--- src/hdl/tbtq_pkg.sv ---
// shared constants for the touch and button tap qualifier
`default_nettype none

package tbtq_pkg;

	localparam int TIME_BITS_DEF      = 32;
	localparam int RAW_COORD_BITS_DEF = 12;

	localparam int CFG_INDEX_BITS = 3;
	localparam int CFG_DATA_BITS  = 14;
	localparam int DIM_BITS       = 10;
	localparam int WIN_BITS       = 14;
	localparam int IDLE_BITS      = 32;

	localparam logic [CFG_INDEX_BITS-1:0] CFG_PANEL_WIDTH   = 3'd0;
	localparam logic [CFG_INDEX_BITS-1:0] CFG_PANEL_HEIGHT  = 3'd1;
	localparam logic [CFG_INDEX_BITS-1:0] CFG_STRIP_TOP     = 3'd2;
	localparam logic [CFG_INDEX_BITS-1:0] CFG_POLL_INTERVAL = 3'd3;
	localparam logic [CFG_INDEX_BITS-1:0] CFG_DTAP_WINDOW   = 3'd4;
	localparam logic [CFG_INDEX_BITS-1:0] CFG_TOUCH_ENABLE  = 3'd5;

	localparam logic [DIM_BITS-1:0] PANEL_WIDTH_RST   = 10'd368;
	localparam logic [DIM_BITS-1:0] PANEL_HEIGHT_RST  = 10'd448;
	localparam logic [DIM_BITS-1:0] STRIP_TOP_RST     = 10'd368;
	localparam logic [DIM_BITS-1:0] POLL_INTERVAL_RST = 10'd20;
	localparam logic [WIN_BITS-1:0] DTAP_WINDOW_RST   = 14'd200;
	localparam logic                TOUCH_ENABLE_RST  = 1'b1;

	localparam logic [2:0] EV_NONE   = 3'd0;
	localparam logic [2:0] EV_BOOT   = 3'd1;
	localparam logic [2:0] EV_UP     = 3'd2;
	localparam logic [2:0] EV_OK     = 3'd3;
	localparam logic [2:0] EV_DOWN   = 3'd4;
	localparam logic [2:0] EV_DOUBLE = 3'd5;

	localparam logic [1:0] ZONE_NONE = 2'd0;
	localparam logic [1:0] ZONE_UP   = 2'd1;
	localparam logic [1:0] ZONE_OK   = 2'd2;
	localparam logic [1:0] ZONE_DOWN = 2'd3;

	// raw coordinates span 4096 steps
	localparam int SCALE_SHIFT = 12;

	// floor(w / 3) as (w * 683) >> 11, exact for 10-bit w
	localparam int DIV3_MUL   = 683;
	localparam int DIV3_SHIFT = 11;
	localparam int DIV3_BITS  = 2 * DIM_BITS;

endpackage : tbtq_pkg

`default_nettype wire

--- src/hdl/touch_button_tap_qualifier_unit.sv ---
// touch and button tap qualifier: tick items in, navigation event results out
//
//  channel  direction  handshake              payload
//  in       input      in_valid / in_stall    boot_pressed touch_irq touch_x_raw touch_y_raw
//                                             consume activity_reset
//  out      output     out_valid / out_stall  event_taken event_waiting idle_ticks
//  cfg      input      cfg_we                 cfg_index cfg_data
//
// one item per cycle sustained while out_stall is low; each item's result is registered through
// the input register and the result register around one pass of logic
// reset clears the tick state, loads the default configuration and empties both registers
// out_stall holds the result; the next item waits in the input register, and in_stall
// rises only when both registers are full
`default_nettype none

module touch_button_tap_qualifier_unit
	import tbtq_pkg::*;
#(
	parameter int TIME_BITS      = TIME_BITS_DEF,
	parameter int RAW_COORD_BITS = RAW_COORD_BITS_DEF
) (
	input  wire logic                      clk,
	input  wire logic                      arst_n,

	input  wire logic                      cfg_we,
	input  wire logic [CFG_INDEX_BITS-1:0] cfg_index,
	input  wire logic [CFG_DATA_BITS-1:0]  cfg_data,

	input  wire logic                      in_valid,
	output logic                           in_stall,
	input  wire logic                      boot_pressed,
	input  wire logic                      touch_irq,
	input  wire logic [RAW_COORD_BITS-1:0] touch_x_raw,
	input  wire logic [RAW_COORD_BITS-1:0] touch_y_raw,
	input  wire logic                      consume,
	input  wire logic                      activity_reset,

	output logic                           out_valid,
	input  wire logic                      out_stall,
	output logic [2:0]                     event_taken,
	output logic [2:0]                     event_waiting,
	output logic [IDLE_BITS-1:0]           idle_ticks
);

	localparam int PW = RAW_COORD_BITS + DIM_BITS;

	// configuration
	logic [DIM_BITS-1:0] panel_width_q, panel_height_q, strip_top_q, poll_interval_q;
	logic [WIN_BITS-1:0] dtap_window_q;
	logic                touch_enable_q;

	// input register
	logic                      valid_s1;
	logic                      boot_s1, irq_s1, consume_s1, act_s1;
	logic [RAW_COORD_BITS-1:0] x_s1, y_s1;

	// tick state
	logic [TIME_BITS-1:0]      tick_q, ok_time_q, last_poll_q, last_active_q;
	logic                      boot_prev_q, touch_prev_q, ok_wait_q, rep_q;
	logic [1:0]                start_zone_q;
	logic [2:0]                held_q;
	logic [RAW_COORD_BITS-1:0] lx_q, ly_q;

	// result register
	logic                 out_valid_q;
	logic [2:0]           taken_q, waiting_q;
	logic [IDLE_BITS-1:0] idle_q;

	// next state
	logic [TIME_BITS-1:0]      n_ok_time, n_last_poll, n_last_active, idle_diff;
	logic                      n_boot_prev, n_touch_prev, n_ok_wait, n_rep;
	logic [1:0]                n_start_zone;
	logic [2:0]                n_held, n_taken;
	logic [RAW_COORD_BITS-1:0] n_lx, n_ly;
	logic [TIME_BITS+IDLE_BITS-1:0] idle_ext;

	// touch evaluation datapath
	logic [PW-1:0]        x_prod, y_prod, x_eval, y_eval;
	logic [DIV3_BITS-1:0] third_prod;
	logic [DIM_BITS-1:0]  third;
	logic [DIM_BITS:0]    two_third;
	logic [1:0]           zone;
	logic                 active;
	logic [TIME_BITS-1:0] now, poll_elapsed, ok_elapsed;

	logic advance, take_in;

	assign advance  = valid_s1 && (!out_valid_q || !out_stall);
	assign in_stall = valid_s1 && out_valid_q && out_stall;
	assign take_in  = in_valid && !in_stall;

	assign now          = tick_q;
	assign poll_elapsed = now - last_poll_q;
	assign ok_elapsed   = now - ok_time_q;

	// latched report as seen this tick
	assign n_lx  = (irq_s1 && touch_enable_q) ? x_s1 : lx_q;
	assign n_ly  = (irq_s1 && touch_enable_q) ? y_s1 : ly_q;

	// scaling and zone decode
	assign x_prod     = PW'(n_lx) * PW'(panel_width_q);
	assign y_prod     = PW'(n_ly) * PW'(panel_height_q);
	assign third_prod = DIV3_BITS'(panel_width_q) * DIV3_BITS'(DIV3_MUL);
	assign third      = DIM_BITS'(third_prod >> DIV3_SHIFT);
	assign two_third  = {third, 1'b0};

	always_comb begin
		if (PW'(n_lx) > PW'(panel_width_q) || PW'(n_ly) > PW'(panel_height_q)) begin
			x_eval = x_prod >> SCALE_SHIFT;
			y_eval = y_prod >> SCALE_SHIFT;
		end else begin
			x_eval = PW'(n_lx);
			y_eval = PW'(n_ly);
		end
		if (y_eval < PW'(strip_top_q)) begin
			zone = ZONE_NONE;
		end else if (x_eval < PW'(third)) begin
			zone = ZONE_UP;
		end else if (x_eval < PW'(two_third)) begin
			zone = ZONE_OK;
		end else begin
			zone = ZONE_DOWN;
		end
	end

	always_comb begin
		n_rep         = rep_q || (irq_s1 && touch_enable_q);
		n_held        = held_q;
		n_boot_prev   = boot_prev_q;
		n_touch_prev  = touch_prev_q;
		n_start_zone  = start_zone_q;
		n_ok_wait     = ok_wait_q;
		n_ok_time     = ok_time_q;
		n_last_poll   = last_poll_q;
		n_last_active = last_active_q;
		active        = 1'b0;

		if (held_q == EV_NONE) begin
			if (boot_s1 && !boot_prev_q) begin
				n_held        = EV_BOOT;
				n_last_active = now;
			end
			n_boot_prev = boot_s1;
			if (n_held == EV_NONE && poll_elapsed >= TIME_BITS'(poll_interval_q)) begin
				n_last_poll = now;
				active      = touch_enable_q && n_rep;
				if (active) begin
					n_rep         = 1'b0;
					n_last_active = now;
					if (!touch_prev_q) begin
						n_start_zone = zone;
						if (zone == ZONE_UP) begin
							n_held = EV_UP;
						end else if (zone == ZONE_DOWN) begin
							n_held = EV_DOWN;
						end
					end
				end else if (touch_prev_q && start_zone_q != ZONE_NONE) begin
					if (start_zone_q == ZONE_OK) begin
						if (ok_wait_q && ok_elapsed <= TIME_BITS'(dtap_window_q)) begin
							n_held    = EV_DOUBLE;
							n_ok_wait = 1'b0;
						end else begin
							n_ok_wait = 1'b1;
							n_ok_time = now;
						end
					end
					n_start_zone = ZONE_NONE;
				end
				n_touch_prev = active;
				// single ok once the window has passed
				if (n_ok_wait && TIME_BITS'(now - n_ok_time) > TIME_BITS'(dtap_window_q) &&
						n_held == EV_NONE) begin
					n_held    = EV_OK;
					n_ok_wait = 1'b0;
				end
			end
		end

		n_taken = EV_NONE;
		if (consume_s1) begin
			n_taken = n_held;
			n_held  = EV_NONE;
			if (n_taken != EV_NONE) begin
				n_last_active = now;
			end
		end
		if (act_s1) begin
			n_last_active = now;
		end
	end

	assign idle_diff = now - n_last_active;
	assign idle_ext  = {{IDLE_BITS{1'b0}}, idle_diff};

	always_ff @(posedge clk or negedge arst_n) begin
		if (!arst_n) begin
			panel_width_q   <= PANEL_WIDTH_RST;
			panel_height_q  <= PANEL_HEIGHT_RST;
			strip_top_q     <= STRIP_TOP_RST;
			poll_interval_q <= POLL_INTERVAL_RST;
			dtap_window_q   <= DTAP_WINDOW_RST;
			touch_enable_q  <= TOUCH_ENABLE_RST;
		end else if (cfg_we) begin
			case (cfg_index)
				CFG_PANEL_WIDTH:   panel_width_q   <= cfg_data[DIM_BITS-1:0];
				CFG_PANEL_HEIGHT:  panel_height_q  <= cfg_data[DIM_BITS-1:0];
				CFG_STRIP_TOP:     strip_top_q     <= cfg_data[DIM_BITS-1:0];
				CFG_POLL_INTERVAL: poll_interval_q <= cfg_data[DIM_BITS-1:0];
				CFG_DTAP_WINDOW:   dtap_window_q   <= cfg_data[WIN_BITS-1:0];
				CFG_TOUCH_ENABLE:  touch_enable_q  <= cfg_data[0];
				default: ;
			endcase
		end
	end

	always_ff @(posedge clk or negedge arst_n) begin
		if (!arst_n) begin
			valid_s1    <= 1'b0;
			out_valid_q <= 1'b0;
		end else begin
			if (take_in) begin
				valid_s1 <= 1'b1;
			end else if (advance) begin
				valid_s1 <= 1'b0;
			end
			if (advance) begin
				out_valid_q <= 1'b1;
			end else if (!out_stall) begin
				out_valid_q <= 1'b0;
			end
		end
	end

	always_ff @(posedge clk) begin
		if (take_in) begin
			boot_s1    <= boot_pressed;
			irq_s1     <= touch_irq;
			x_s1       <= touch_x_raw;
			y_s1       <= touch_y_raw;
			consume_s1 <= consume;
			act_s1     <= activity_reset;
		end
		if (advance) begin
			taken_q   <= n_taken;
			waiting_q <= n_held;
			idle_q    <= idle_ext[IDLE_BITS-1:0];
		end
	end

	always_ff @(posedge clk or negedge arst_n) begin
		if (!arst_n) begin
			tick_q        <= '0;
			ok_time_q     <= '0;
			last_poll_q   <= '0;
			last_active_q <= '0;
			boot_prev_q   <= 1'b1;
			touch_prev_q  <= 1'b0;
			start_zone_q  <= ZONE_NONE;
			ok_wait_q     <= 1'b0;
			held_q        <= EV_NONE;
			rep_q         <= 1'b0;
			lx_q          <= '0;
			ly_q          <= '0;
		end else if (advance) begin
			tick_q        <= tick_q + 1'b1;
			ok_time_q     <= n_ok_time;
			last_poll_q   <= n_last_poll;
			last_active_q <= n_last_active;
			boot_prev_q   <= n_boot_prev;
			touch_prev_q  <= n_touch_prev;
			start_zone_q  <= n_start_zone;
			ok_wait_q     <= n_ok_wait;
			held_q        <= n_held;
			rep_q         <= n_rep;
			lx_q          <= n_lx;
			ly_q          <= n_ly;
		end
	end

	assign out_valid     = out_valid_q;
	assign event_taken   = taken_q;
	assign event_waiting = waiting_q;
	assign idle_ticks    = idle_q;

endmodule : touch_button_tap_qualifier_unit

`default_nettype wire

--- config.mk ---
export PLATFORM = sky130hd
export DESIGN_NAME = touch_button_tap_qualifier_unit
export DESIGN_NICKNAME = d
export VERILOG_FILES = /design/src/hdl/tbtq_pkg.sv /design/src/hdl/touch_button_tap_qualifier_unit.sv
export SDC_FILE = /design/constraint.sdc
export NUM_CORES = 2
export LEC_CHECK = 0
export BUFFER_PORTS_ARGS = -buffer_cell sky130_fd_sc_hd__clkbuf_2
export CAP_MARGIN = 20
export CORE_ASPECT_RATIO = 1.5
export CORE_MARGIN = 4
export CORE_UTILIZATION = 60
export CTS_CLUSTER_DIAMETER = 40
export DETAILED_ROUTE_END_ITERATION = 12
export GPL_ROUTABILITY_DRIVEN = 1
export PLACE_DENSITY = 0.84
export RECOVER_POWER = 100
export SLEW_MARGIN = 20
export SYNTH_ARGS = -nofsm -noshare
export SYNTH_HDL_FRONTEND = slang
export SYNTH_SLANG_ARGS = --single-unit
--- constraint.sdc ---
create_clock -name clk -period 32.9 [get_ports clk]
set_input_delay 3.29 -clock clk [delete_from_list [all_inputs] [get_ports clk]]
set_output_delay 3.29 -clock clk [all_outputs]
set_load 0.02 [all_outputs]
* After elaboration in Yosys (flattened, before gate mapping) *
Index checks and enable logic that the tools add are counted.

word-level totals
  memory bits (read-only) = 0
  bits in writable memories = 0
  register bits after elaboration = 284
  latch bits = 0
  logic and storage cells = 143
  memories kept = 0
  bits of input ports = 50
  output and inout port bits = 40

cells by class
  $lt $le $gt $ge = 8
  divide/modulo/power cells = 0
  equal/unequal tests = 10
  $mul = 3
  reductions and logical operators = 36
  shift operators = 0
  add/sub/neg operators = 5
  mux-type cells = 52
  bitwise operators = 0

operators by type and width
  operator                                             count
  2-to-1 mux 32 bit                                    13
  subtractor 32 bit                                    4
  2-to-1 mux 12 bit                                    4
  2-to-1 mux 3 bit                                     15
  multiplier 12 x 10 -> 22 bit                         2
  adder 32 x 1 -> 32 bit, second input constant        1
  greater-or-equal comparator 32 x 10 -> 1 bit         1
  > comparator 32 x 14 -> 1 bit                        1
  less-or-equal comparator 32 x 14 -> 1 bit            1
  > comparator 12 x 10 -> 1 bit                        2
  < comparator 12 x 10 -> 1 bit                        2
  multiplier 10 x 10 -> 20 bit, second input constant  1
  2-to-1 mux 1 bit                                     15
  AND reduction 2 bit                                  7
  logical AND 1 bit                                    12
  zero test 3 bit                                      4
  < comparator 12 x 9 -> 1 bit                         1
  2-to-1 mux 2 bit                                     5
  equality test 3 x 2 -> 1 bit, second input constant  2
  equality test 3 bit, second input constant           2
  nonzero test 2 bit                                   3
  AND reduction 5 bit                                  1
  equality test 2 bit, second input constant           2
  zero test 1 bit                                      4
  other kinds (7)                                      9

* Depth between registers and ports, before layout *
  depth in word-level cells = 26
  mapped depth = 66
  gate-level depth less buffers = 65

* Worst setup path before layout *
OpenSTA, ideal clock, no wires.

  path kind = register to register
  start point = register irq_s1
  end point = register idle_q[28], in the netlist idle_ticks[28] (data pin)
  data arrival time = 13.023 ns
  period minus slack after synthesis = 13.282 ns
  cell stages (with the launch flop) = 60
  path buffers = 4
  path slack = 19.618 ns
  library setup time = 0.258 ns
  path through = edfxtp_1 > nand2_1 > buf_2 > buf_1 > mux2_2 > clkbuf_1 > ha_1 > inv_1 > fa_1 > fa_1 > inv_1 > ha_1 > inv_1 > fa_1 > inv_1 > fa_1 > ha_1 > a211o_1 > (+24 left out) > buf_4 > mux2i_1 > fa_1 > a21o_1 > a21oi_1 > o21bai_1 > a2111oi_0 > o31a_1 > o311a_1 > nor3_1 > a2111oi_0 > o21bai_1 > a21oi_1 > o21ai_0 > o22ai_1 > o21bai_1 > a21oi_1 > xnor2_1

on the way
  word-level cells in the longest chain between the ends = 26
  elaborated cells on any way between the ends = 48
  those cells by class = add/sub (2); mul (2); order compare (6); eq/ne (2); mux (28); reduce/logical (8)

RTL lines
  what                                                                  line                                    text
  start: declaration                                                    touch_button_tap_qualifier_unit.sv:54   logic boot_s1, irq_s1, consume_s1, act_s1;
  start signal: assignment                                              touch_button_tap_qualifier_unit.sv:238  irq_s1 <= touch_irq;
  logical AND 1 bit *                                                   touch_button_tap_qualifier_unit.sv:98   assign n_ly = (irq_s1 && touch_enable_q) ? y_s1 : ly_q;
  2-to-1 mux 12 bit *                                                   touch_button_tap_qualifier_unit.sv:98
  named net n_ly[3]                                                     touch_button_tap_qualifier_unit.sv:74   logic [RAW_COORD_BITS-1:0] n_lx, n_ly;
  branches (longest 6 deep; another with multiplier 12 x 10 -> 22 bit)  --
  2-to-1 mux 2 bit *                                                    touch_button_tap_qualifier_unit.sv:115  if (y_eval < PW'(strip_top_q)) begin
  equality test 2 bit                                                   touch_button_tap_qualifier_unit.sv:154  end else if (zone == ZONE_DOWN) begin
  2-to-1 mux 3 bit                                                      touch_button_tap_qualifier_unit.sv:154
  2-to-1 mux 3 bit *                                                    touch_button_tap_qualifier_unit.sv:152  if (zone == ZONE_UP) begin
  (+7 left out)                                                         --
  2-to-1 mux 3 bit *                                                    touch_button_tap_qualifier_unit.sv:144  if (n_held == EV_NONE && poll_elapsed >= TIME_BITS'(poll_interval_q)) begin
  2-to-1 mux 3 bit *                                                    touch_button_tap_qualifier_unit.sv:138  if (held_q == EV_NONE) begin
  nonzero test 3 bit *                                                  touch_button_tap_qualifier_unit.sv:184  if (n_taken != EV_NONE) begin
  2-to-1 mux 32 bit *                                                   touch_button_tap_qualifier_unit.sv:184
  2-to-1 mux 32 bit *                                                   touch_button_tap_qualifier_unit.sv:181  if (consume_s1) begin
  2-to-1 mux 32 bit *                                                   touch_button_tap_qualifier_unit.sv:188  if (act_s1) begin
  subtractor 32 bit *                                                   touch_button_tap_qualifier_unit.sv:193  assign idle_diff = now - n_last_active;
  named net idle_diff[28]                                               touch_button_tap_qualifier_unit.sv:70   logic [TIME_BITS-1:0] n_ok_time, n_last_poll, n_last_active, idle_diff;
  end signal: assignment                                                touch_button_tap_qualifier_unit.sv:247  idle_q <= idle_ext[IDLE_BITS-1:0];
  end: declaration                                                      touch_button_tap_qualifier_unit.sv:67   logic [IDLE_BITS-1:0] idle_q;

Mark *: on every way through the listed nets, which the timed path passes. The select of a mux whose other input is x is not followed.
A chain may end at the register's enable or synchronous reset.

* Worst setup path in the final report *
  start point = register irq_s1
  end point = register idle_q[28], in the netlist idle_ticks[28] (data pin)

on the way
  word-level cells in the longest chain between the ends = 26
  elaborated cells on any way between the ends = 48
  those cells by class = add/sub (2); mul (2); order compare (6); eq/ne (2); mux (28); reduce/logical (8)

RTL lines
  what                                                                   line
  logical AND 1 bit *                                                    touch_button_tap_qualifier_unit.sv:97, touch_button_tap_qualifier_unit.sv:98, touch_button_tap_qualifier_unit.sv:127
  branches (longest 22 deep; another with multiplier 12 x 10 -> 22 bit)  --
  2-to-1 mux 32 bit *                                                    touch_button_tap_qualifier_unit.sv:181
  2-to-1 mux 32 bit *                                                    touch_button_tap_qualifier_unit.sv:188
  named net n_last_active[0]                                             touch_button_tap_qualifier_unit.sv:70
  subtractor 32 bit *                                                    touch_button_tap_qualifier_unit.sv:193
  named net idle_diff[28]                                                touch_button_tap_qualifier_unit.sv:70

Marked as above.

==> results.sh <==
export IMPL_ys_ff_latch=284
export IMPL_peakVddDrop_uv=105
export IMPL_yosysWarnings=0
export IMPL_yosys_area_top_type="dfrtp_1"
export IMPL_vias=24700
export IMPL_p_sw_share_pct=49.4
export IMPL_rsz0062_at_grt="no"
export IMPL_p_switching_mw=1.77
export IMPL_syn_avg_cell_area_um2=8.92
export IMPL_cts_root_buf="clkbuf_16"
export IMPL_crit_type="flop to flop"
export IMPL_synth_cells=3328
export IMPL_clock_latency_ns=0.57
export IMPL_startpoint="irq_s1$_DFFE_PP_"
export IMPL_area_growth_pct=7.57
export IMPL_tightest_slew_ns=5.75
export IMPL_dr_pass1_iters=6
export IMPL_synth_top_area_share_pct=16.9
export IMPL_synthTopCellsByArea="dfrtp_1 17%, ha_1 17%, fa_1 12%"
export IMPL_clkPwrFrac_pct=12.6
export IMPL_initial_utilization_pct=60.8
export IMPL_die_area_um2=53200
export IMPL_finalSetupViolCount=0
export IMPL_seqPwrFrac_pct=14.6
export IMPL_regArea_um2=7460
export IMPL_post_drt_wl_per_cell_um=19.3
export IMPL_diodes=0
export IMPL_multiInputGateArea_um2=20100
export IMPL_finClkSkew_ns=0.0231
export IMPL_path_clk_slew_ns=0.07
export IMPL_hold_start="lx_q[9]$_DFFE_PN0P_"
export IMPL_drt_antenna_violating_nets=0
export IMPL_synth_area_um2=29700
export IMPL_max_clock_path_buffers=3
export IMPL_clock_sinks=284
export IMPL_fin_crit_ns=16.21
export IMPL_fin_setup_tns_ns=0
export IMPL_drt_initial_drc_count=1923
export IMPL_yosysUniqueCellTypes=97
export IMPL_dp_hpwl_um=59700
export IMPL_rows=99
export IMPL_setup_slack_ns=16.69
export IMPL_critPathLaunchType="flop"
export IMPL_r2r_start="irq_s1$_DFFE_PP_"
export IMPL_cts_buffers=41
export IMPL_grt_pass1_wl_um=128000
export IMPL_via_per_inst=6.06
export IMPL_final_max_slew_violation_count=464
export IMPL_slowest_stage="nor2_1"
export IMPL_failed_checks="max-capacitance violations, max-slew violations"
export IMPL_maxCapViolations=8
export IMPL_fp_dieH_um=280
export IMPL_p_comb_share_pct=72.8
export IMPL_antenna_found_initial=0
export IMPL_postCtsSetupRepairBufs=0
export IMPL_drive_above_1_share_pct=6.65
export IMPL_dp_cells=3996
export IMPL_maxSlewHeadroom_pct=-283
export IMPL_powerDensity_nw_per_um2=112
export IMPL_coreArea_um2=48800
export IMPL_io_buffers=89
export IMPL_crit_fanout=18
export IMPL_synth_nets=3956
export IMPL_gp_congestion=0.969
export IMPL_route_detailed_drc=0
export IMPL_endpoint_kind="flop"
export IMPL_grt_overflow_total=0
export IMPL_holdCritPathClass="flop to flop"
export IMPL_final_common_cell="nand2_1"
export IMPL_layout_worst_path_cycle_share_pct=49.3
export IMPL_final_cells=4072
export IMPL_fill_cells=3894
export IMPL_seq_area_frac_synth_pct=25.1
export IMPL_die_x_um=190
export IMPL_synth_edf_count=66
export IMPL_layout_common_cells="431 x nand2_1, 420 x inv_1, 398 x ha_1"
export IMPL_final_hold_viol_count=0
export IMPL_leakagePower_nw=15.9
export IMPL_async_flop_share_pct=76.8
export IMPL_cts_tree="yes"
export IMPL_critPathMaxStageDelay_ns=0.98
export IMPL_status="finished with violations"
export IMPL_fmax_ghz=0.0617
export IMPL_cts_hold_buf=0
export IMPL_hold_ws_ns=0.480
export IMPL_p_int_mw=1.82
export IMPL_worstPathRequired_ns=33.22
export IMPL_ios=90
export IMPL_final_nets=4012
export IMPL_ys_flop_type="dfrtp_1"
export IMPL_grt_use_total_pct=29.7
export IMPL_grt_pass1_vias=25600
export IMPL_cts_max_level=2
export IMPL_grt_max_degree=99
export IMPL_cp_arrival_ns=16.53
export IMPL_cts_resized=0
export IMPL_wirelength_um=78800
export IMPL_dp_slack_ns=17.30
-- registers in the layout, summed over array words and instances (netlist names), 12 cells and up --
signal	flops
ly_q	12
now	32
x_s1	12
ok_time_q	32
y_s1	12
last_poll_q	32
dtap_window_q	14
last_active_q	32
idle_ticks	32
lx_q	12
-- power by group through the flow --
stage / sequential, mW / clock, mW / combinational [mW]
3_3_place_gp: 0.524 / 0 / 2.48
5_1_grt: 0.530 / 0.475 / 2.95
2_1_floorplan: 0.522 / 0 / 1.91
6_report: 0.524 / 0.454 / 2.61
3_5_place_dp: 0.525 / 0 / 2.57
4_1_cts: 0.521 / 0.459 / 2.61
-- Yosys cell counts, drive strengths merged, types with 26 or more instances --
library cell and number:
nand2b 56, dfrtp 200, o21ai 223, nor2 191, clkbuf 86, xor2 33, xnor2 90, a21oi 180
a31oi 26, nor2b 32, mux2i 55, mux2 76, a21o 55, nand3 44, fa 180, nor3 49
nand4 40, ha 398, and2 55, inv 419, edfxtp 66, o21a 36, nand2 432, and3 26
-- final timing paths --
check                                                endpoint  slack [ns]  depth (start not counted)
worst max-delay path                 idle_ticks[28]$_DFFE_PP_       16.69                         59
worst max register to register       idle_ticks[28]$_DFFE_PP_       16.69                         59
max in group asynchronous         last_poll_q[16]$_DFFE_PN0P_       20.54                          3
min in group asynchronous       dtap_window_q[10]$_DFFE_PN0P_        4.85                          1
worst min register to register            lx_q[9]$_DFFE_PN0P_        0.48                          2
worst min-delay path                      lx_q[9]$_DFFE_PN0P_        0.48                          2
-- per-layer routing --
metal | GRT usage (%) | routed length (µm)
met1 | 32.6 | 28000
met2 | 53.5 | 40000
met3 | 4.29 | 5000
met4 | 18.8 | 5840
met5 | 0 | 0
-- kinds of logic (layout without fill, tap and decap cells) --
logic type,Yosys count,count (layout),share of synthesized area (%)
simple gates,998,998,15.8
compound gates,682,682,14.5
fa+ha+maj,578,578,28.9
buf+inv,532,620,6.91
flops,284,284,25.1
mux,131,131,5.09
xor+xnor,123,123,3.65
-- cell type report --
cell class                 instances  area share [%]
multi-input combinational       2512            62.8
tap                              656            2.57
timing repair buffer             121            1.85
clock inverter                    26           0.936
sequential                       284            23.4
inverter                         424            4.98
clock buffer                      49            3.50
-- worst max-delay path: cells and delay by family (launching register included) --
kind,cells,cell delay [ns]
buffers and inverters,5,1.03
muxes,3,1.22
xor gates and xnor gates,2,0.18
and+or+nand+nor,13,2.89
DFF,1,0.46
AOI/OAI and AO/OA,27,6.51
adders and majority gates,9,3.67
-- metrics by stage --
step / utilization [%] / total power, mW / area [µm²]
after CTS: 66.0 / 3.59 / 32200
final: 65.4 / 3.59 / 31900
after global routing: 65.4 / 3.95 / 31900
after floorplan: - / 2.43 / 29700
after detailed placement: 63.1 / 3.09 / 30800
after global placement: 63.1 / 3.00 / 30800
Power figures use the tool's default switching activity.
